File: src/rtl/path_forest_cycle_oracle_top_assert.svh
// ----------------------------------------------------------------------------
// Path forest cycle oracle: assertion macros
// Concurrent assertion helpers, switched out for synthesis.
// ----------------------------------------------------------------------------
`ifndef PATH_FOREST_CYCLE_ORACLE_TOP_ASSERT_SVH
`define PATH_FOREST_CYCLE_ORACLE_TOP_ASSERT_SVH

`ifndef SYNTHESIS

// same-cycle implication, masked during reset
`define PFCO_ASSERT_IMP(lbl, clk_s, rst_s, ante, cons, msg) \
  lbl: assert property (@(posedge clk_s) disable iff (!rst_s) (ante) |-> (cons)) \
    else $error(msg);

// next-cycle implication, masked during reset
`define PFCO_ASSERT_NXT(lbl, clk_s, rst_s, ante, cons, msg) \
  lbl: assert property (@(posedge clk_s) disable iff (!rst_s) (ante) |=> (cons)) \
    else $error(msg);

`else

`define PFCO_ASSERT_IMP(lbl, clk_s, rst_s, ante, cons, msg)
`define PFCO_ASSERT_NXT(lbl, clk_s, rst_s, ante, cons, msg)

`endif

`endif

File: src/rtl/pfco_pkg.sv
// ----------------------------------------------------------------------------
// Path forest cycle oracle: package
// Field widths, codes and the structs passed between the control and stores.
// ----------------------------------------------------------------------------
package pfco_pkg;

  localparam int KIND_W   = 2;
  localparam int IDX_W    = 10;
  localparam int VERTEX_W = 8;
  localparam int ERR_W    = 2;
  localparam int VCOUNT_W = 9;
  localparam int STEP_W   = 10;

  // address spaces the item fields can reach
  localparam int VERTEX_SPACE = 1 << VERTEX_W;
  localparam int EDGE_SPACE   = 1 << IDX_W;

  localparam int DEF_MAX_VERTICES = 256;
  localparam int DEF_MAX_EDGES    = 1024;

  localparam logic [VCOUNT_W-1:0] VCOUNT_RESET = 9'd256;

  typedef enum logic [KIND_W-1:0] {
    KIND_LOAD   = 2'd0,
    KIND_ADD    = 2'd1,
    KIND_REMOVE = 2'd2
  } kind_t;

  typedef enum logic [ERR_W-1:0] {
    ERR_NONE      = 2'd0,
    ERR_WALK      = 2'd1,
    ERR_NOT_FOUND = 2'd2
  } err_t;

  typedef enum logic [1:0] {
    ST_IDLE,
    ST_EDGE,
    ST_WALK,
    ST_RESP
  } state_t;

  typedef struct packed {
    logic [VERTEX_W-1:0] tail;
    logic [VERTEX_W-1:0] head;
  } edge_word_t;

  typedef struct packed {
    logic             rd_en;
    logic             wr_en;
    logic [IDX_W-1:0] idx;
    edge_word_t       wdata;
  } edge_req_t;

  typedef struct packed {
    logic                rd_en;
    logic [VERTEX_W-1:0] rd_addr;
    logic                wr_en;
    logic [VERTEX_W-1:0] wr_addr;
    logic                wr_valid;
    logic [VERTEX_W-1:0] wr_vertex;
  } succ_req_t;

  typedef struct packed {
    logic                valid;
    logic [VERTEX_W-1:0] vertex;
  } succ_rd_t;

endpackage

File: src/rtl/pfco_succ_mem.sv
// ----------------------------------------------------------------------------
// Path forest cycle oracle: successor store
// Per-vertex successor memory with a flop valid bit per entry, registered read.
// ----------------------------------------------------------------------------
module pfco_succ_mem #(
  parameter int MAX_VERTICES = pfco_pkg::DEF_MAX_VERTICES
) (
  input  logic                clk,
  input  logic                rst_n,
  input  pfco_pkg::succ_req_t req,
  output pfco_pkg::succ_rd_t  rd
);
  import pfco_pkg::*;

  localparam int SUCC_DEPTH = (MAX_VERTICES < VERTEX_SPACE) ? MAX_VERTICES : VERTEX_SPACE;
  localparam int SAW        = $clog2(SUCC_DEPTH);

  logic [VERTEX_W-1:0]   mem [SUCC_DEPTH];
  logic [SUCC_DEPTH-1:0] valid_r;
  logic                  rd_valid_r;
  logic [VERTEX_W-1:0]   rd_vertex_r;
  logic                  rd_in_range;
  logic                  wr_in_range;

  // vertices beyond the store read as empty and drop writes
  assign rd_in_range = (32'(req.rd_addr) < 32'(SUCC_DEPTH));
  assign wr_in_range = (32'(req.wr_addr) < 32'(SUCC_DEPTH));

  // pointer payload: no reset, emptiness lives in the valid bits
  always_ff @(posedge clk) begin
    if (req.wr_en && wr_in_range) begin
      mem[req.wr_addr[SAW-1:0]] <= req.wr_vertex;
    end
    if (req.rd_en) begin
      rd_vertex_r <= mem[req.rd_addr[SAW-1:0]];
    end
  end

  // valid bits: cleared together at reset
  always_ff @(posedge clk) begin
    if (!rst_n) begin
      valid_r    <= '0;
      rd_valid_r <= 1'b0;
    end else begin
      if (req.wr_en && wr_in_range) begin
        valid_r[req.wr_addr[SAW-1:0]] <= req.wr_valid;
      end
      if (req.rd_en) begin
        rd_valid_r <= rd_in_range && valid_r[req.rd_addr[SAW-1:0]];
      end
    end
  end

  assign rd.valid  = rd_valid_r;
  assign rd.vertex = rd_vertex_r;

endmodule

File: config.mk
export PLATFORM = sky130hd
export DESIGN_NAME = pfco_succ_mem
export DESIGN_NICKNAME = d
export VERILOG_FILES = /design/src/rtl/path_forest_cycle_oracle_top_assert.svh /design/src/rtl/pfco_pkg.sv /design/src/rtl/pfco_succ_mem.sv
export SDC_FILE = /design/constraint.sdc
export NUM_CORES = 2
export LEC_CHECK = 0
export BUFFER_PORTS_ARGS = -buffer_cell sky130_fd_sc_hd__buf_2
export CORE_MARGIN = 2
export CORE_UTILIZATION = 53
export DETAILED_ROUTE_END_ITERATION = 16
export PLACE_DENSITY = 0.69
export SLEW_MARGIN = 20
export SYNTH_ARGS = -nofsm -noshare
export SYNTH_HDL_FRONTEND = slang
export SYNTH_SLANG_ARGS = --single-unit
File: constraint.sdc
create_clock -name clk -period 3.6 [get_ports clk]
set_clock_uncertainty 0.1 [all_clocks]
set_input_delay 0.72 -clock clk [delete_from_list [all_inputs] [get_ports clk]]
set_output_delay 0.72 -clock clk [all_outputs]
set_load 0.02 [all_outputs]
==> results.py <==
metrics = {
    "logic_synthesis": {
        "synthFlopType": "edfxtp_1",
        "ys_seq_area_share_pct": 73.93,
        "netlist_area_sq_um": 90470,
        "avgSynthCellArea_sq_um": 18.67,
        "synth-xor-area-share_pct": 0,
        "synth_top_cell_by_area": "edfxtp_1",
        "synthAdderAreaFrac_pct": 0,
        "yosys-top-cells-area": "edfxtp_1 68%, mux4_2 14%, dfxtp_1 5.7%, a21boi_0 2.1%, o21ai_0 1.4%",
        "syn_inst": 4845,
        "synth_top_area_share_pct": 68.24,
        "ys_types": 46,
        "synth_compound_area_share_pct": 6.943,
        "ys_seq_elements": 2313,
        "synth.area.mux_share_pct": 14.38,
        "syn-num-nets": 4874,
        "synth_warnings": 0,
        "async_flop_share_pct": 0,
        "synth_top_family_by_area": "multiplexers",
        "synthSimpleGateAreaFrac_pct": 2.911,
        "synth_edf_count": 2056,
    },
    "setup_path": {
        "cp.required_ps": 4100,
        "cp-end-kind": "flop",
        "cp_slowest_stage_delay_ps": 500,
        "crit_slowest_cell": "mux4_2",
        "crit_arrival_ps": 3690,
        "crit_fanout": 20,
        "crit_type": "in -> reg",
        "crit_chain": "buf_8 -> buf_12 -> buf_12 -> buf_12 -> buf_4 -> mux4_2 -> a22oi_1 -> a21oi_1 -> nor3_1 -> buf_4 -> o22ai_1 -> or2_1",
        "start_kind": "input pin",
        "path_common_cell": "buf_12",
    },
    "cells_and_area": {
        "layout.nets": 5327,
        "final_util_pct": 61.67,
        "area_delta_synth_final_pct": 15.52,
        "drive_above_1_share_pct": 27.81,
    },
    "clocking": {
        "post_cts_resized": 0,
        "holdBufCountCts": 0,
        "cts_sinks": 2313,
        "root_buffer": "clkbuf_16",
        "postCtsSetupRepairBufs": 0,
        "cts_tree": "built",
        "clkSlewWorstSetupHoldPaths_ps": 60,
        "htreeDepth": 4,
        "clk_latency_ps": 880,
        "cts.path.max_buffers": 3,
        "cts-buffers-inserted": 222,
    },
    "timing": {
        "max_slew_margin_pct": 22.54,
        "period_needed_ps": 3185,
        "rsz0062_at_grt": "no",
        "drv_slew": 0,
        "finalCritPeriodShare_pct": 88.47,
        "worstMarginPinSlew_ps": 1162,
        "hold_violations": 0,
        "hold-worst-slack_ps": 113.9,
        "worst_slack_ps": 415.2,
        "setup_viol": 0,
        "max_freq_ghz": 0.3140,
    },
    "run_status": {
        "status": "finished, final reports clean",
    },
    "floorplan": {
        "die_w_microns": 417.2,
        "start_util_pct": 53.38,
        "dieHeight_microns": 417.2,
        "core_sq_um": 169500,
        "fp.dieArea_sq_um": 174000,
        "core.rowCount": 151,
        "pin_count": 38,
    },
    "placement": {
        "place.gp.congestion": 0.8775,
        "portBuffers": 37,
        "dp_hpwl_mm": 141.9,
        "place_ws_ps": -461.4,
    },
    "global_route": {
        "grt_usage_pct": 25.97,
        "grt_overflow": 0,
        "grt_antenna_before_repair": 12,
        "grt_pass1_wl_mm": 330.7,
        "grt_pass1_vias": 49050,
        "grt_max_degree": 146,
    },
    "routing": {
        "drt_iter0_drc": 5812,
        "vias": 49060,
        "wirelength_mm": 225.0,
        "wl_per_cell_microns": 29.15,
        "dr.pass1.iters": 6,
        "drc": 0,
        "via_per_inst": 6.355,
        "antenna_left": 0,
    },
    "power": {
        "ir_drop_uv": 590.9,
        "p_per_area_nw_per_um2": 532.9,
        "p_leak_nw": 33.13,
    },
    "worst_hold_path": {
        "hp-class": "in -> reg",
    },
    "run": {
        "cap_violations": 0,
    },
}
layout by cell type, fill, tap and decap left out, types with 23 or more instances in the layout:
cell / synthesis / layout
a21boi_0: 256 / 256
a21oi_1: 71 / 71
a221oi_1: 54 / 54
a22o_1: 66 / 66
a22oi_1: 137 / 137
buf_12: 0 / 73
buf_2: 48 / 25
buf_4: 15 / 482
clkbuf_1: 242 / 64
clkbuf_16: 0 / 226
clkbuf_8: 0 / 30
clkinv_1: 0 / 23
clkinv_2: 0 / 40
dfxtp_1: 257 / 257
edfxtp_1: 2056 / 2056
mux4_2: 568 / 568
nand2_1: 298 / 286
nor2_1: 266 / 263
nor3_1: 36 / 36
o21ai_0: 258 / 258
o22ai_1: 51 / 51
registers in the layout, indices dropped and copies added, names as in the netlist:
| name | cells |
|---|---|
| rd_vertex_r | 8 |
| valid_r | 256 |
| rd_valid_r | 1 |
| mem | 2048 |
cell type report:
cell class,instances,area [sq um]
sequential,2313,66880
fill,11730,64960
multi-input combinational,2166,22010
clock buffer,320,6309
timing repair buffer,592,5381
tap,2218,2775
clock inverter,100,1124
antenna,8,20.02
inverter,3,11.26
cells in the mapped netlist (3+ instances only):
| cell | instances |
|---|---|
| o22ai_1 | 51 |
| nor2b_1 | 10 |
| o21ai_0 | 258 |
| clkbuf_1 | 242 |
| mux4_2 | 568 |
| mux2i_1 | 21 |
| nor3_1 | 36 |
| a21boi_0 | 256 |
| nand2_1 | 298 |
| nand3_1 | 19 |
| inv_1 | 3 |
| edfxtp_1 | 2056 |
| dfxtp_1 | 257 |
| a221oi_2 | 13 |
| nor2_1 | 266 |
| buf_6 | 21 |
| nand2b_1 | 5 |
| o221ai_1 | 4 |
| or2_1 | 8 |
| a22o_1 | 66 |
| a22oi_1 | 137 |
| a221oi_1 | 54 |
| buf_2 | 48 |
| buf_4 | 15 |
| buf_1 | 36 |
| a21oi_1 | 71 |
critical path: cells and delay by family:
| family | cells | cell delay [ps] |
|---|---|---|
| muxes | 1 | 500 |
| buffers and inverters | 6 | 1240 |
| AOI/OAI and AO/OA | 3 | 450 |
| and+or+nand+nor | 2 | 730 |
per-stage QoR:
stage          cell area (sq um)  TNS (ps)  power, mW  std cells
3_5_place_dp               97060     -2570      32.78       7292
4_1_cts                   104500         0      55.98       7712
2_1_floorplan              90470         0      31.31       4845
6_report                  104500         0      55.69       7720
5_1_grt                   104500         0      57.13       7719
3_3_place_gp               97060     -2376      32.74       7292
final timing paths:
kind,start,to,slack [ps],depth (start not counted)
max,req[18],rd_vertex_r[5],420,12
min,rst_n,valid_r[8],110,2
max reg2reg,mem[123][1],rd_vertex_r[1],460,9
min reg2reg,valid_r[91],valid_r[91],380,2
report_power, final:
part	switching [mW]	internal [mW]	leakage [nW]	total [mW]
Clock	10.1	13.4	3.63	23.5
Combinational	1.79	1.14	8.95	2.93
Sequential	0.0370	29.2	20.6	29.3
kinds of logic after synthesis:
kind of cell	count (synthesis)
buffers and inverters	366
AO/OA/AOI/OAI	920
multiplexers	590
AND/OR/NAND/NOR	656
flip-flops	2313
metal layers:
layer / global-route usage (%) / vias to the layer above / part of all wire, %
met4: 10.66 / 0 / 4.2
met5: 0 / - / 0
met3: 4.305 / 437 / 7.9
met1: 35.80 / 25810 / 39
met2: 41.64 / 2185 / 49
li1: - / 20630 / -
(Power assumes the default switching activity.)
