[src/rtl/path_forest_cycle_oracle_top_assert.svh]
// ----------------------------------------------------------------------------
// Path forest cycle oracle: assertion macros
// Concurrent assertion helpers, switched out for synthesis.
// ----------------------------------------------------------------------------
`ifndef PATH_FOREST_CYCLE_ORACLE_TOP_ASSERT_SVH
`define PATH_FOREST_CYCLE_ORACLE_TOP_ASSERT_SVH

`ifndef SYNTHESIS

// same-cycle implication, masked during reset
`define PFCO_ASSERT_IMP(lbl, clk_s, rst_s, ante, cons, msg) \
  lbl: assert property (@(posedge clk_s) disable iff (!rst_s) (ante) |-> (cons)) \
    else $error(msg);

// next-cycle implication, masked during reset
`define PFCO_ASSERT_NXT(lbl, clk_s, rst_s, ante, cons, msg) \
  lbl: assert property (@(posedge clk_s) disable iff (!rst_s) (ante) |=> (cons)) \
    else $error(msg);

`else

`define PFCO_ASSERT_IMP(lbl, clk_s, rst_s, ante, cons, msg)
`define PFCO_ASSERT_NXT(lbl, clk_s, rst_s, ante, cons, msg)

`endif

`endif

[src/rtl/pfco_pkg.sv]
// ----------------------------------------------------------------------------
// Path forest cycle oracle: package
// Field widths, codes and the structs passed between the control and stores.
// ----------------------------------------------------------------------------
package pfco_pkg;

  localparam int KIND_W   = 2;
  localparam int IDX_W    = 10;
  localparam int VERTEX_W = 8;
  localparam int ERR_W    = 2;
  localparam int VCOUNT_W = 9;
  localparam int STEP_W   = 10;

  // address spaces the item fields can reach
  localparam int VERTEX_SPACE = 1 << VERTEX_W;
  localparam int EDGE_SPACE   = 1 << IDX_W;

  localparam int DEF_MAX_VERTICES = 256;
  localparam int DEF_MAX_EDGES    = 1024;

  localparam logic [VCOUNT_W-1:0] VCOUNT_RESET = 9'd256;

  typedef enum logic [KIND_W-1:0] {
    KIND_LOAD   = 2'd0,
    KIND_ADD    = 2'd1,
    KIND_REMOVE = 2'd2
  } kind_t;

  typedef enum logic [ERR_W-1:0] {
    ERR_NONE      = 2'd0,
    ERR_WALK      = 2'd1,
    ERR_NOT_FOUND = 2'd2
  } err_t;

  typedef enum logic [1:0] {
    ST_IDLE,
    ST_EDGE,
    ST_WALK,
    ST_RESP
  } state_t;

  typedef struct packed {
    logic [VERTEX_W-1:0] tail;
    logic [VERTEX_W-1:0] head;
  } edge_word_t;

  typedef struct packed {
    logic             rd_en;
    logic             wr_en;
    logic [IDX_W-1:0] idx;
    edge_word_t       wdata;
  } edge_req_t;

  typedef struct packed {
    logic                rd_en;
    logic [VERTEX_W-1:0] rd_addr;
    logic                wr_en;
    logic [VERTEX_W-1:0] wr_addr;
    logic                wr_valid;
    logic [VERTEX_W-1:0] wr_vertex;
  } succ_req_t;

  typedef struct packed {
    logic                valid;
    logic [VERTEX_W-1:0] vertex;
  } succ_rd_t;

endpackage

[src/rtl/pfco_in_if.sv]
// ----------------------------------------------------------------------------
// Path forest cycle oracle: input channel
// Valid/ready channel carrying one edge command per beat.
// ----------------------------------------------------------------------------
interface pfco_in_if;
  logic                          valid;
  logic                          ready;
  logic [pfco_pkg::KIND_W-1:0]   kind;
  logic [pfco_pkg::IDX_W-1:0]    edge_index;
  logic [pfco_pkg::VERTEX_W-1:0] edge_tail;
  logic [pfco_pkg::VERTEX_W-1:0] edge_head;

  modport source (output valid, output kind, output edge_index, output edge_tail,
                  output edge_head, input ready);
  modport sink (input valid, input kind, input edge_index, input edge_tail,
                input edge_head, output ready);
endinterface

[src/rtl/pfco_out_if.sv]
// ----------------------------------------------------------------------------
// Path forest cycle oracle: result channel
// Valid/ready channel carrying one verdict per beat.
// ----------------------------------------------------------------------------
interface pfco_out_if;
  logic                       valid;
  logic                       ready;
  logic                       accepted;
  logic [pfco_pkg::ERR_W-1:0] error_code;

  modport source (output valid, output accepted, output error_code, input ready);
  modport sink (input valid, input accepted, input error_code, output ready);
endinterface

[src/rtl/pfco_ctrl.sv]
// ----------------------------------------------------------------------------
// Path forest cycle oracle: control
// Command sequencer: edge lookup, successor walk, verdict and output register.
// ----------------------------------------------------------------------------
`include "path_forest_cycle_oracle_top_assert.svh"

module pfco_ctrl #(
  parameter int MAX_EDGES = pfco_pkg::DEF_MAX_EDGES
) (
  input  logic                           clk,
  input  logic                           rst_n,
  pfco_in_if.sink                        in_ch,
  pfco_out_if.source                     out_ch,
  input  logic                           cfg_wr_en,
  input  logic [pfco_pkg::VCOUNT_W-1:0]  cfg_wr_data,
  output pfco_pkg::edge_req_t            edge_req,
  input  pfco_pkg::edge_word_t           edge_rdata,
  output pfco_pkg::succ_req_t            succ_req,
  input  pfco_pkg::succ_rd_t             succ_rd
);
  import pfco_pkg::*;

  localparam int EDGE_DEPTH = (MAX_EDGES < EDGE_SPACE) ? MAX_EDGES : EDGE_SPACE;

  state_t              state_r, state_nxt;
  logic [KIND_W-1:0]   kind_r, kind_nxt;
  logic [VERTEX_W-1:0] tail_r, tail_nxt;
  logic [VERTEX_W-1:0] head_r, head_nxt;
  logic [VERTEX_W-1:0] cur_r, cur_nxt;
  logic [STEP_W-1:0]   steps_r, steps_nxt;
  logic                res_acc_r, res_acc_nxt;
  err_t                res_err_r, res_err_nxt;
  logic                out_valid_r, out_valid_nxt;
  logic                out_acc_r, out_acc_nxt;
  err_t                out_err_r, out_err_nxt;
  logic [VCOUNT_W-1:0] vcount_r;

  logic                in_fire;
  logic                idx_ok;
  logic                is_lookup;
  logic                out_free;
  logic [STEP_W-1:0]   step_inc;
  logic                over_bound;
  logic [VERTEX_W-1:0] start_vertex;

  // handshake and shared decisions
  assign in_ch.ready  = (state_r == ST_IDLE);
  assign in_fire      = in_ch.valid && in_ch.ready;
  assign idx_ok       = (32'(in_ch.edge_index) < 32'(EDGE_DEPTH));
  assign is_lookup    = (in_ch.kind == KIND_ADD) || (in_ch.kind == KIND_REMOVE);
  assign out_free     = !out_valid_r || out_ch.ready;
  assign step_inc     = steps_r + STEP_W'(1);
  assign over_bound   = (step_inc > STEP_W'(vcount_r));
  assign start_vertex = (kind_r == KIND_REMOVE) ? edge_rdata.tail : edge_rdata.head;

  // next state
  always_comb begin
    state_nxt = state_r;
    unique case (state_r)
      ST_IDLE: begin
        if (in_fire) begin
          state_nxt = (idx_ok && is_lookup) ? ST_EDGE : ST_RESP;
        end
      end
      ST_EDGE: begin
        state_nxt = ST_WALK;
      end
      ST_WALK: begin
        if (kind_r == KIND_REMOVE) begin
          state_nxt = ST_RESP;
        end else if (succ_rd.valid && !over_bound) begin
          state_nxt = ST_WALK;
        end else begin
          state_nxt = ST_RESP;
        end
      end
      ST_RESP: begin
        if (out_free) begin
          state_nxt = ST_IDLE;
        end
      end
      default: state_nxt = ST_IDLE;
    endcase
  end

  // store requests, walk datapath and verdict
  always_comb begin
    edge_req      = '0;
    succ_req      = '0;
    kind_nxt      = kind_r;
    tail_nxt      = tail_r;
    head_nxt      = head_r;
    cur_nxt       = cur_r;
    steps_nxt     = steps_r;
    res_acc_nxt   = res_acc_r;
    res_err_nxt   = res_err_r;
    out_valid_nxt = out_valid_r && !out_ch.ready;
    out_acc_nxt   = out_acc_r;
    out_err_nxt   = out_err_r;

    edge_req.idx        = in_ch.edge_index;
    edge_req.wdata.tail = in_ch.edge_tail;
    edge_req.wdata.head = in_ch.edge_head;

    unique case (state_r)
      ST_IDLE: begin
        if (in_fire) begin
          kind_nxt    = in_ch.kind;
          res_acc_nxt = 1'b0;
          res_err_nxt = ERR_NONE;
          if (idx_ok && (in_ch.kind == KIND_LOAD)) begin
            edge_req.wr_en = 1'b1;
            res_acc_nxt    = 1'b1;
          end
          if (idx_ok && is_lookup) begin
            edge_req.rd_en = 1'b1;
          end
        end
      end
      ST_EDGE: begin
        // latch the edge and fetch the first successor
        tail_nxt         = edge_rdata.tail;
        head_nxt         = edge_rdata.head;
        cur_nxt          = start_vertex;
        steps_nxt        = '0;
        succ_req.rd_en   = 1'b1;
        succ_req.rd_addr = start_vertex;
      end
      ST_WALK: begin
        if (kind_r == KIND_REMOVE) begin
          if (succ_rd.valid && (succ_rd.vertex == head_r)) begin
            succ_req.wr_en    = 1'b1;
            succ_req.wr_addr  = tail_r;
            succ_req.wr_valid = 1'b0;
            res_acc_nxt       = 1'b1;
            res_err_nxt       = ERR_NONE;
          end else begin
            res_acc_nxt = 1'b0;
            res_err_nxt = ERR_NOT_FOUND;
          end
        end else if (succ_rd.valid) begin
          // one step along the path
          steps_nxt = step_inc;
          if (over_bound) begin
            res_acc_nxt = 1'b0;
            res_err_nxt = ERR_WALK;
          end else begin
            cur_nxt          = succ_rd.vertex;
            succ_req.rd_en   = 1'b1;
            succ_req.rd_addr = succ_rd.vertex;
          end
        end else if (cur_r == tail_r) begin
          // path ends at the tail: the edge would close a cycle
          res_acc_nxt = 1'b0;
          res_err_nxt = ERR_NONE;
        end else begin
          succ_req.wr_en     = 1'b1;
          succ_req.wr_addr   = tail_r;
          succ_req.wr_valid  = 1'b1;
          succ_req.wr_vertex = head_r;
          res_acc_nxt        = 1'b1;
          res_err_nxt        = ERR_NONE;
        end
      end
      ST_RESP: begin
        if (out_free) begin
          out_valid_nxt = 1'b1;
          out_acc_nxt   = res_acc_r;
          out_err_nxt   = res_err_r;
        end
      end
      default: begin
        out_valid_nxt = out_valid_r;
      end
    endcase
  end

  // control registers
  always_ff @(posedge clk) begin
    if (!rst_n) begin
      state_r     <= ST_IDLE;
      out_valid_r <= 1'b0;
      vcount_r    <= VCOUNT_RESET;
    end else begin
      state_r     <= state_nxt;
      out_valid_r <= out_valid_nxt;
      if (cfg_wr_en) begin
        vcount_r <= cfg_wr_data;
      end
    end
  end

  // payload registers
  always_ff @(posedge clk) begin
    kind_r    <= kind_nxt;
    tail_r    <= tail_nxt;
    head_r    <= head_nxt;
    cur_r     <= cur_nxt;
    steps_r   <= steps_nxt;
    res_acc_r <= res_acc_nxt;
    res_err_r <= res_err_nxt;
    out_acc_r <= out_acc_nxt;
    out_err_r <= out_err_nxt;
  end

  assign out_ch.valid      = out_valid_r;
  assign out_ch.accepted   = out_acc_r;
  assign out_ch.error_code = out_err_r;

  `PFCO_ASSERT_IMP(a_walk_bound, clk, rst_n, state_r == ST_WALK, steps_r <= STEP_W'(vcount_r), "walk step count past vertex bound")
  `PFCO_ASSERT_NXT(a_accept_busy, clk, rst_n, in_fire, state_r != ST_IDLE, "accepted beat left the sequencer idle")
  `PFCO_ASSERT_IMP(a_succ_write, clk, rst_n, succ_req.wr_en, (state_r == ST_WALK) && !succ_req.rd_en, "successor written outside the walk end")
  `PFCO_ASSERT_NXT(a_resp_load, clk, rst_n, (state_r == ST_RESP) && out_free, out_valid_r && (out_acc_r == $past(res_acc_r)), "verdict not moved to the output register")

endmodule

[src/flat_wrapper.sv]
// flat-port wrapper written by rule: the top's interface ports become plain ports
module pfco_ctrl_flat import pfco_pkg::*;
#(
  parameter int MAX_EDGES = pfco_pkg::DEF_MAX_EDGES
)
  (clk, rst_n, cfg_wr_en, cfg_wr_data, edge_req, edge_rdata, succ_req, succ_rd, in_ch_valid, in_ch_kind, in_ch_edge_index, in_ch_edge_tail, in_ch_edge_head, in_ch_ready, out_ch_valid, out_ch_accepted, out_ch_error_code, out_ch_ready);
  pfco_in_if in_ch_i ();
  pfco_out_if out_ch_i ();
  input  logic clk;
  input  logic rst_n;
  input  logic cfg_wr_en;
  input  logic [pfco_pkg::VCOUNT_W-1:0] cfg_wr_data;
  output pfco_pkg::edge_req_t edge_req;
  input  pfco_pkg::edge_word_t edge_rdata;
  output pfco_pkg::succ_req_t succ_req;
  input  pfco_pkg::succ_rd_t succ_rd;
  input wire logic [$bits(in_ch_i.valid)-1:0] in_ch_valid;
  input wire logic [$bits(in_ch_i.kind)-1:0] in_ch_kind;
  input wire logic [$bits(in_ch_i.edge_index)-1:0] in_ch_edge_index;
  input wire logic [$bits(in_ch_i.edge_tail)-1:0] in_ch_edge_tail;
  input wire logic [$bits(in_ch_i.edge_head)-1:0] in_ch_edge_head;
  output wire logic [$bits(in_ch_i.ready)-1:0] in_ch_ready;
  output wire logic [$bits(out_ch_i.valid)-1:0] out_ch_valid;
  output wire logic [$bits(out_ch_i.accepted)-1:0] out_ch_accepted;
  output wire logic [$bits(out_ch_i.error_code)-1:0] out_ch_error_code;
  input wire logic [$bits(out_ch_i.ready)-1:0] out_ch_ready;
  assign in_ch_i.valid = in_ch_valid;
  assign in_ch_i.kind = in_ch_kind;
  assign in_ch_i.edge_index = in_ch_edge_index;
  assign in_ch_i.edge_tail = in_ch_edge_tail;
  assign in_ch_i.edge_head = in_ch_edge_head;
  assign in_ch_ready = in_ch_i.ready;
  assign out_ch_valid = out_ch_i.valid;
  assign out_ch_accepted = out_ch_i.accepted;
  assign out_ch_error_code = out_ch_i.error_code;
  assign out_ch_i.ready = out_ch_ready;
  pfco_ctrl #(.MAX_EDGES(MAX_EDGES)) u_core (.clk(clk), .rst_n(rst_n), .in_ch(in_ch_i), .out_ch(out_ch_i), .cfg_wr_en(cfg_wr_en), .cfg_wr_data(cfg_wr_data), .edge_req(edge_req), .edge_rdata(edge_rdata), .succ_req(succ_req), .succ_rd(succ_rd));
endmodule
[config.mk]
export PLATFORM = sky130hd
export DESIGN_NAME = pfco_ctrl_flat
export DESIGN_NICKNAME = d
export VERILOG_FILES = /design/src/rtl/pfco_pkg.sv /design/src/rtl/pfco_in_if.sv /design/src/rtl/pfco_out_if.sv /design/src/rtl/pfco_ctrl.sv /design/src/flat_wrapper.sv
export VERILOG_INCLUDE_DIRS = /design/src /design/src/rtl
export SDC_FILE = /design/constraint.sdc
export NUM_CORES = 1
export LEC_CHECK = 0
export BUFFER_PORTS_ARGS = -buffer_cell sky130_fd_sc_hd__buf_4
export CAP_MARGIN = 15
export CORE_ASPECT_RATIO = 0.9
export CORE_MARGIN = 2
export CORE_UTILIZATION = 40
export DETAILED_ROUTE_END_ITERATION = 10
export HOLD_SLACK_MARGIN = 0.02
export PLACE_DENSITY = 0.8
export SYNTH_ARGS = -nofsm -noshare
export SYNTH_HDL_FRONTEND = slang
export SYNTH_SLANG_ARGS = --single-unit
[constraint.sdc]
create_clock -name clk -period 7.9 [get_ports clk]
set_clock_uncertainty 0.1 [all_clocks]
set_input_delay 0.395 -clock clk [delete_from_list [all_inputs] [get_ports clk]]
set_output_delay 0.395 -clock clk [all_outputs]
set_load 0.05 [all_outputs]
==> impl_metrics.json <==
{
  "path_delay_family": "compound AO/OA/AOI/OAI gates",
  "synth.top_cell.area_share_pct": 39.9,
  "rows": 30,
  "p_leak_nw": 1.56,
  "drt_first_pass_iters": 4,
  "cts_setup_buffers": 0,
  "critPathLaunch": "u_core.steps_r[0]",
  "die_area_um2": 8630,
  "cellPowerDensity_nw_per_um2": 332,
  "final-seq-area_um2": 1500,
  "setup_viol": 0,
  "layout.nets": 421,
  "slew_viol_final": 0,
  "dp_slack_ns": 4.59,
  "yosysUniqueCellTypes": 37,
  "synth_seq_area_share_pct": 47.5,
  "fill_cells": 699,
  "max_clock_freq_ghz": 0.271,
  "timing.final.ws_setup_ns": 4.21,
  "crit_fanout": 10,
  "syn-cell-area_um2": 3160,
  "cts_buffers": 5,
  "start_util_pct": 41.5,
  "cp.required_ns": 7.40,
  "antenna_found_initial": 0,
  "cap_violations": 0,
  "syn_area_per_cell_um2": 10.9,
  "synth_edf_count": 42,
  "multi_input_area_um2": 1340,
  "ys_top_cells_by_area": "edfxtp_1 40%, dfxtp_1 7.6%, buf_4 6.2%",
  "path_class": "flip-flop to primary output",
  "finalHoldViolCount": 0,
  "antenna_left": 0,
  "cts_resized": 0,
  "globalplace.congestion": 0.816,
  "wl_per_cell_um": 15.0,
  "grt.total_usage_pct": 14.7,
  "worst_setup_path_start_kind": "flip-flop",
  "drc": 0,
  "endpoint_kind": "primary output",
  "layout-drive-gt1-share_pct": 25.9,
  "crit_buf_inv": 1,
  "cts_buffer_depth": 2,
  "route.vias.total": 2183,
  "cts.sinks": 54,
  "cts-hold-fix-buffers": 0,
  "rsz0062_at_grt": "false",
  "grt_pass1_wl_mm": 10.1,
  "post-route-period-util_pct": 46.7,
  "grt_overflow": 0,
  "dpl.hpwl_mm": 5.09,
  "clk_pin_slew_ns": 0.10,
  "wl_mm": 6.54,
  "io_pins": 127,
  "ir_worst_vdd_v": 0.000223,
  "htreeDepth": 2,
  "yosys.cell_count.top_type": "edfxtp_1",
  "synth-main-ff-cell": "edfxtp_1",
  "synthTopCellsByCount": "42 x edfxtp_1, 26 x buf_4, 25 x inv_1, 21 x nor2b_1, 18 x and2_1",
  "min_path_type": "input pin to flip-flop",
  "grt_start_max_net_pins": 23,
  "clock_latency_ns": 0.31,
  "area_delta_synth_final_pct": 17.9,
  "worstPathArrival_ns": 3.20,
  "ys_ff_latch": 54,
  "cp_slowest_cell": "edfxtp_1",
  "worst_path_largest_cell_delay_ns": 0.47,
  "setup_tns_ns": 0,
  "synth_top_area_cell": "edfxtp_1",
  "coreArea_um2": 7620,
  "ys_warn_count": 0,
  "die_x_um": 97.7,
  "tritoncts": "built",
  "die_h_um": 88.3,
  "fin_crit_ns": 3.69,
  "tightestPinTransition_ns": 1.05,
  "netlist_instances": 290,
  "max_slew_margin_pct": 29.9,
  "first_global_vias": 2136,
  "io_buffer_count": 74,
  "viasPerCell": 5.01,
  "holdCritStartpoint": "edge_rdata[15]",
  "status": "complete, no violations",
  "reg2reg_from": "u_core.steps_r[0]",
  "async_flop_share_pct": 0,
  "final_util_pct": 48.9,
  "path_cells": "ha_1, and3_1, and3_1, xor2_1, ha_1, a211oi_1, o21ai_0, o21a_1, o32ai_1, buf_4",
  "drtIter0Drc": 111,
  "root_buffer": "clkbuf_8",
  "insertedDiodeCount": 0,
  "syn_nets": 372
}
-- stage by stage --
step / instances / total power [W] / hold WS [ns] / cell area, um^2
3_5_place_dp: 428 / 0.00106 / 0.305 / 3620
5_1_grt: 436 / 0.00132 / 0.159 / 3730
4_1_cts: 436 / 0.00124 / 0.168 / 3730
3_3_place_gp: 428 / 0.00105 / 0.308 / 3620
6_report: 436 / 0.00124 / 0.168 / 3730
2_1_floorplan: 290 / 0.000940 / 0.300 / 3160
-- worst register-to-register path, stage by stage, from the launching register on --
cell and delay [ns]:
edfxtp_1 0.47, ha_1 0.27, and3_1 0.22, and3_1 0.18, xor2_1 0.15, ha_1 0.22, a211oi_1 0.21, o21ai_0 0.14
o21a_1 0.33, o22ai_1 0.68
-- layout make-up --
class                           count  area share (%)
Timing Repair Buffer               75            15.1
Clock buffer                        6            1.95
Inverter                           25            2.52
Clock inverter                      2           0.906
Tap cell                           96            3.22
Sequential cell                    54            40.3
Multi-Input combinational cell    178            36.0
-- placed cells by master (no fill, tap or decap), types with 2 or more instances in the layout --
cell type / synthesis / routed
a21oi_1: 16 / 16
and2_1: 18 / 18
and3_1: 6 / 6
buf_4: 26 / 75
clkbuf_8: 0 / 5
dfxtp_1: 12 / 12
edfxtp_1: 42 / 42
ha_1: 15 / 15
inv_1: 25 / 25
mux2i_1: 17 / 17
nand2_1: 8 / 8
nand3_1: 3 / 3
nand4_1: 3 / 3
nor2_1: 15 / 15
nor2b_1: 21 / 21
nor3_1: 2 / 2
nor4_2: 2 / 2
o211ai_1: 2 / 2
o21a_1: 2 / 2
o21ai_0: 4 / 4
o32ai_1: 8 / 8
xnor2_1: 11 / 11
xor2_1: 12 / 12
-- kinds of logic (layout without fill, tap and decap cells) --
logic type	after synthesis	count (layout)	synth area share, %
AO/OA/AOI/OAI	40	40	9.42
XOR/XNOR	24	24	6.89
multiplexers	17	17	5.38
adder cells (fa/ha/maj)	15	15	5.94
AND/OR/NAND/NOR	82	82	14.9
buffers and inverters	58	108	10.0
flip-flops	54	54	47.5
-- flip-flops by register name, summed over array words and instances, names as in the netlist, 8 cells and up --
name and cells:
u_core.vcount_r 9, u_core.head_r 8, u_core.cur_r 8, u_core.steps_r 10, u_core.tail_r 8
-- metal layers --
layer | GRT usage, % | wire length [um] | share of wire (%) | up-vias
li1 | - | - | - | 1079
met1 | 20.4 | 2960 | 45 | 1016
met2 | 23.6 | 3130 | 48 | 77
met3 | 3.00 | 370 | 5.7 | 11
met4 | 4.67 | 87 | 1.3 | 0
met5 | 0 | 0 | 0 | -
-- worst paths after layout --
kind	to	slack (ns)	cells after the start
max	succ_req[22]	4.21	10
min	u_core.tail_r[7]	0.17	1
max reg2reg	u_core.cur_r[2]	4.55	9
min reg2reg	u_core.out_ch.error_code[1]	0.32	0
-- where the power goes --
group	switching (W)	internal, W	total [W]
Sequential	0.0000549	0.000441	0.000496
Clock	0.0000884	0.0000938	0.000182
Combinational	0.000367	0.000194	0.000561
Note: power is estimated with default switching activity, not from simulation.
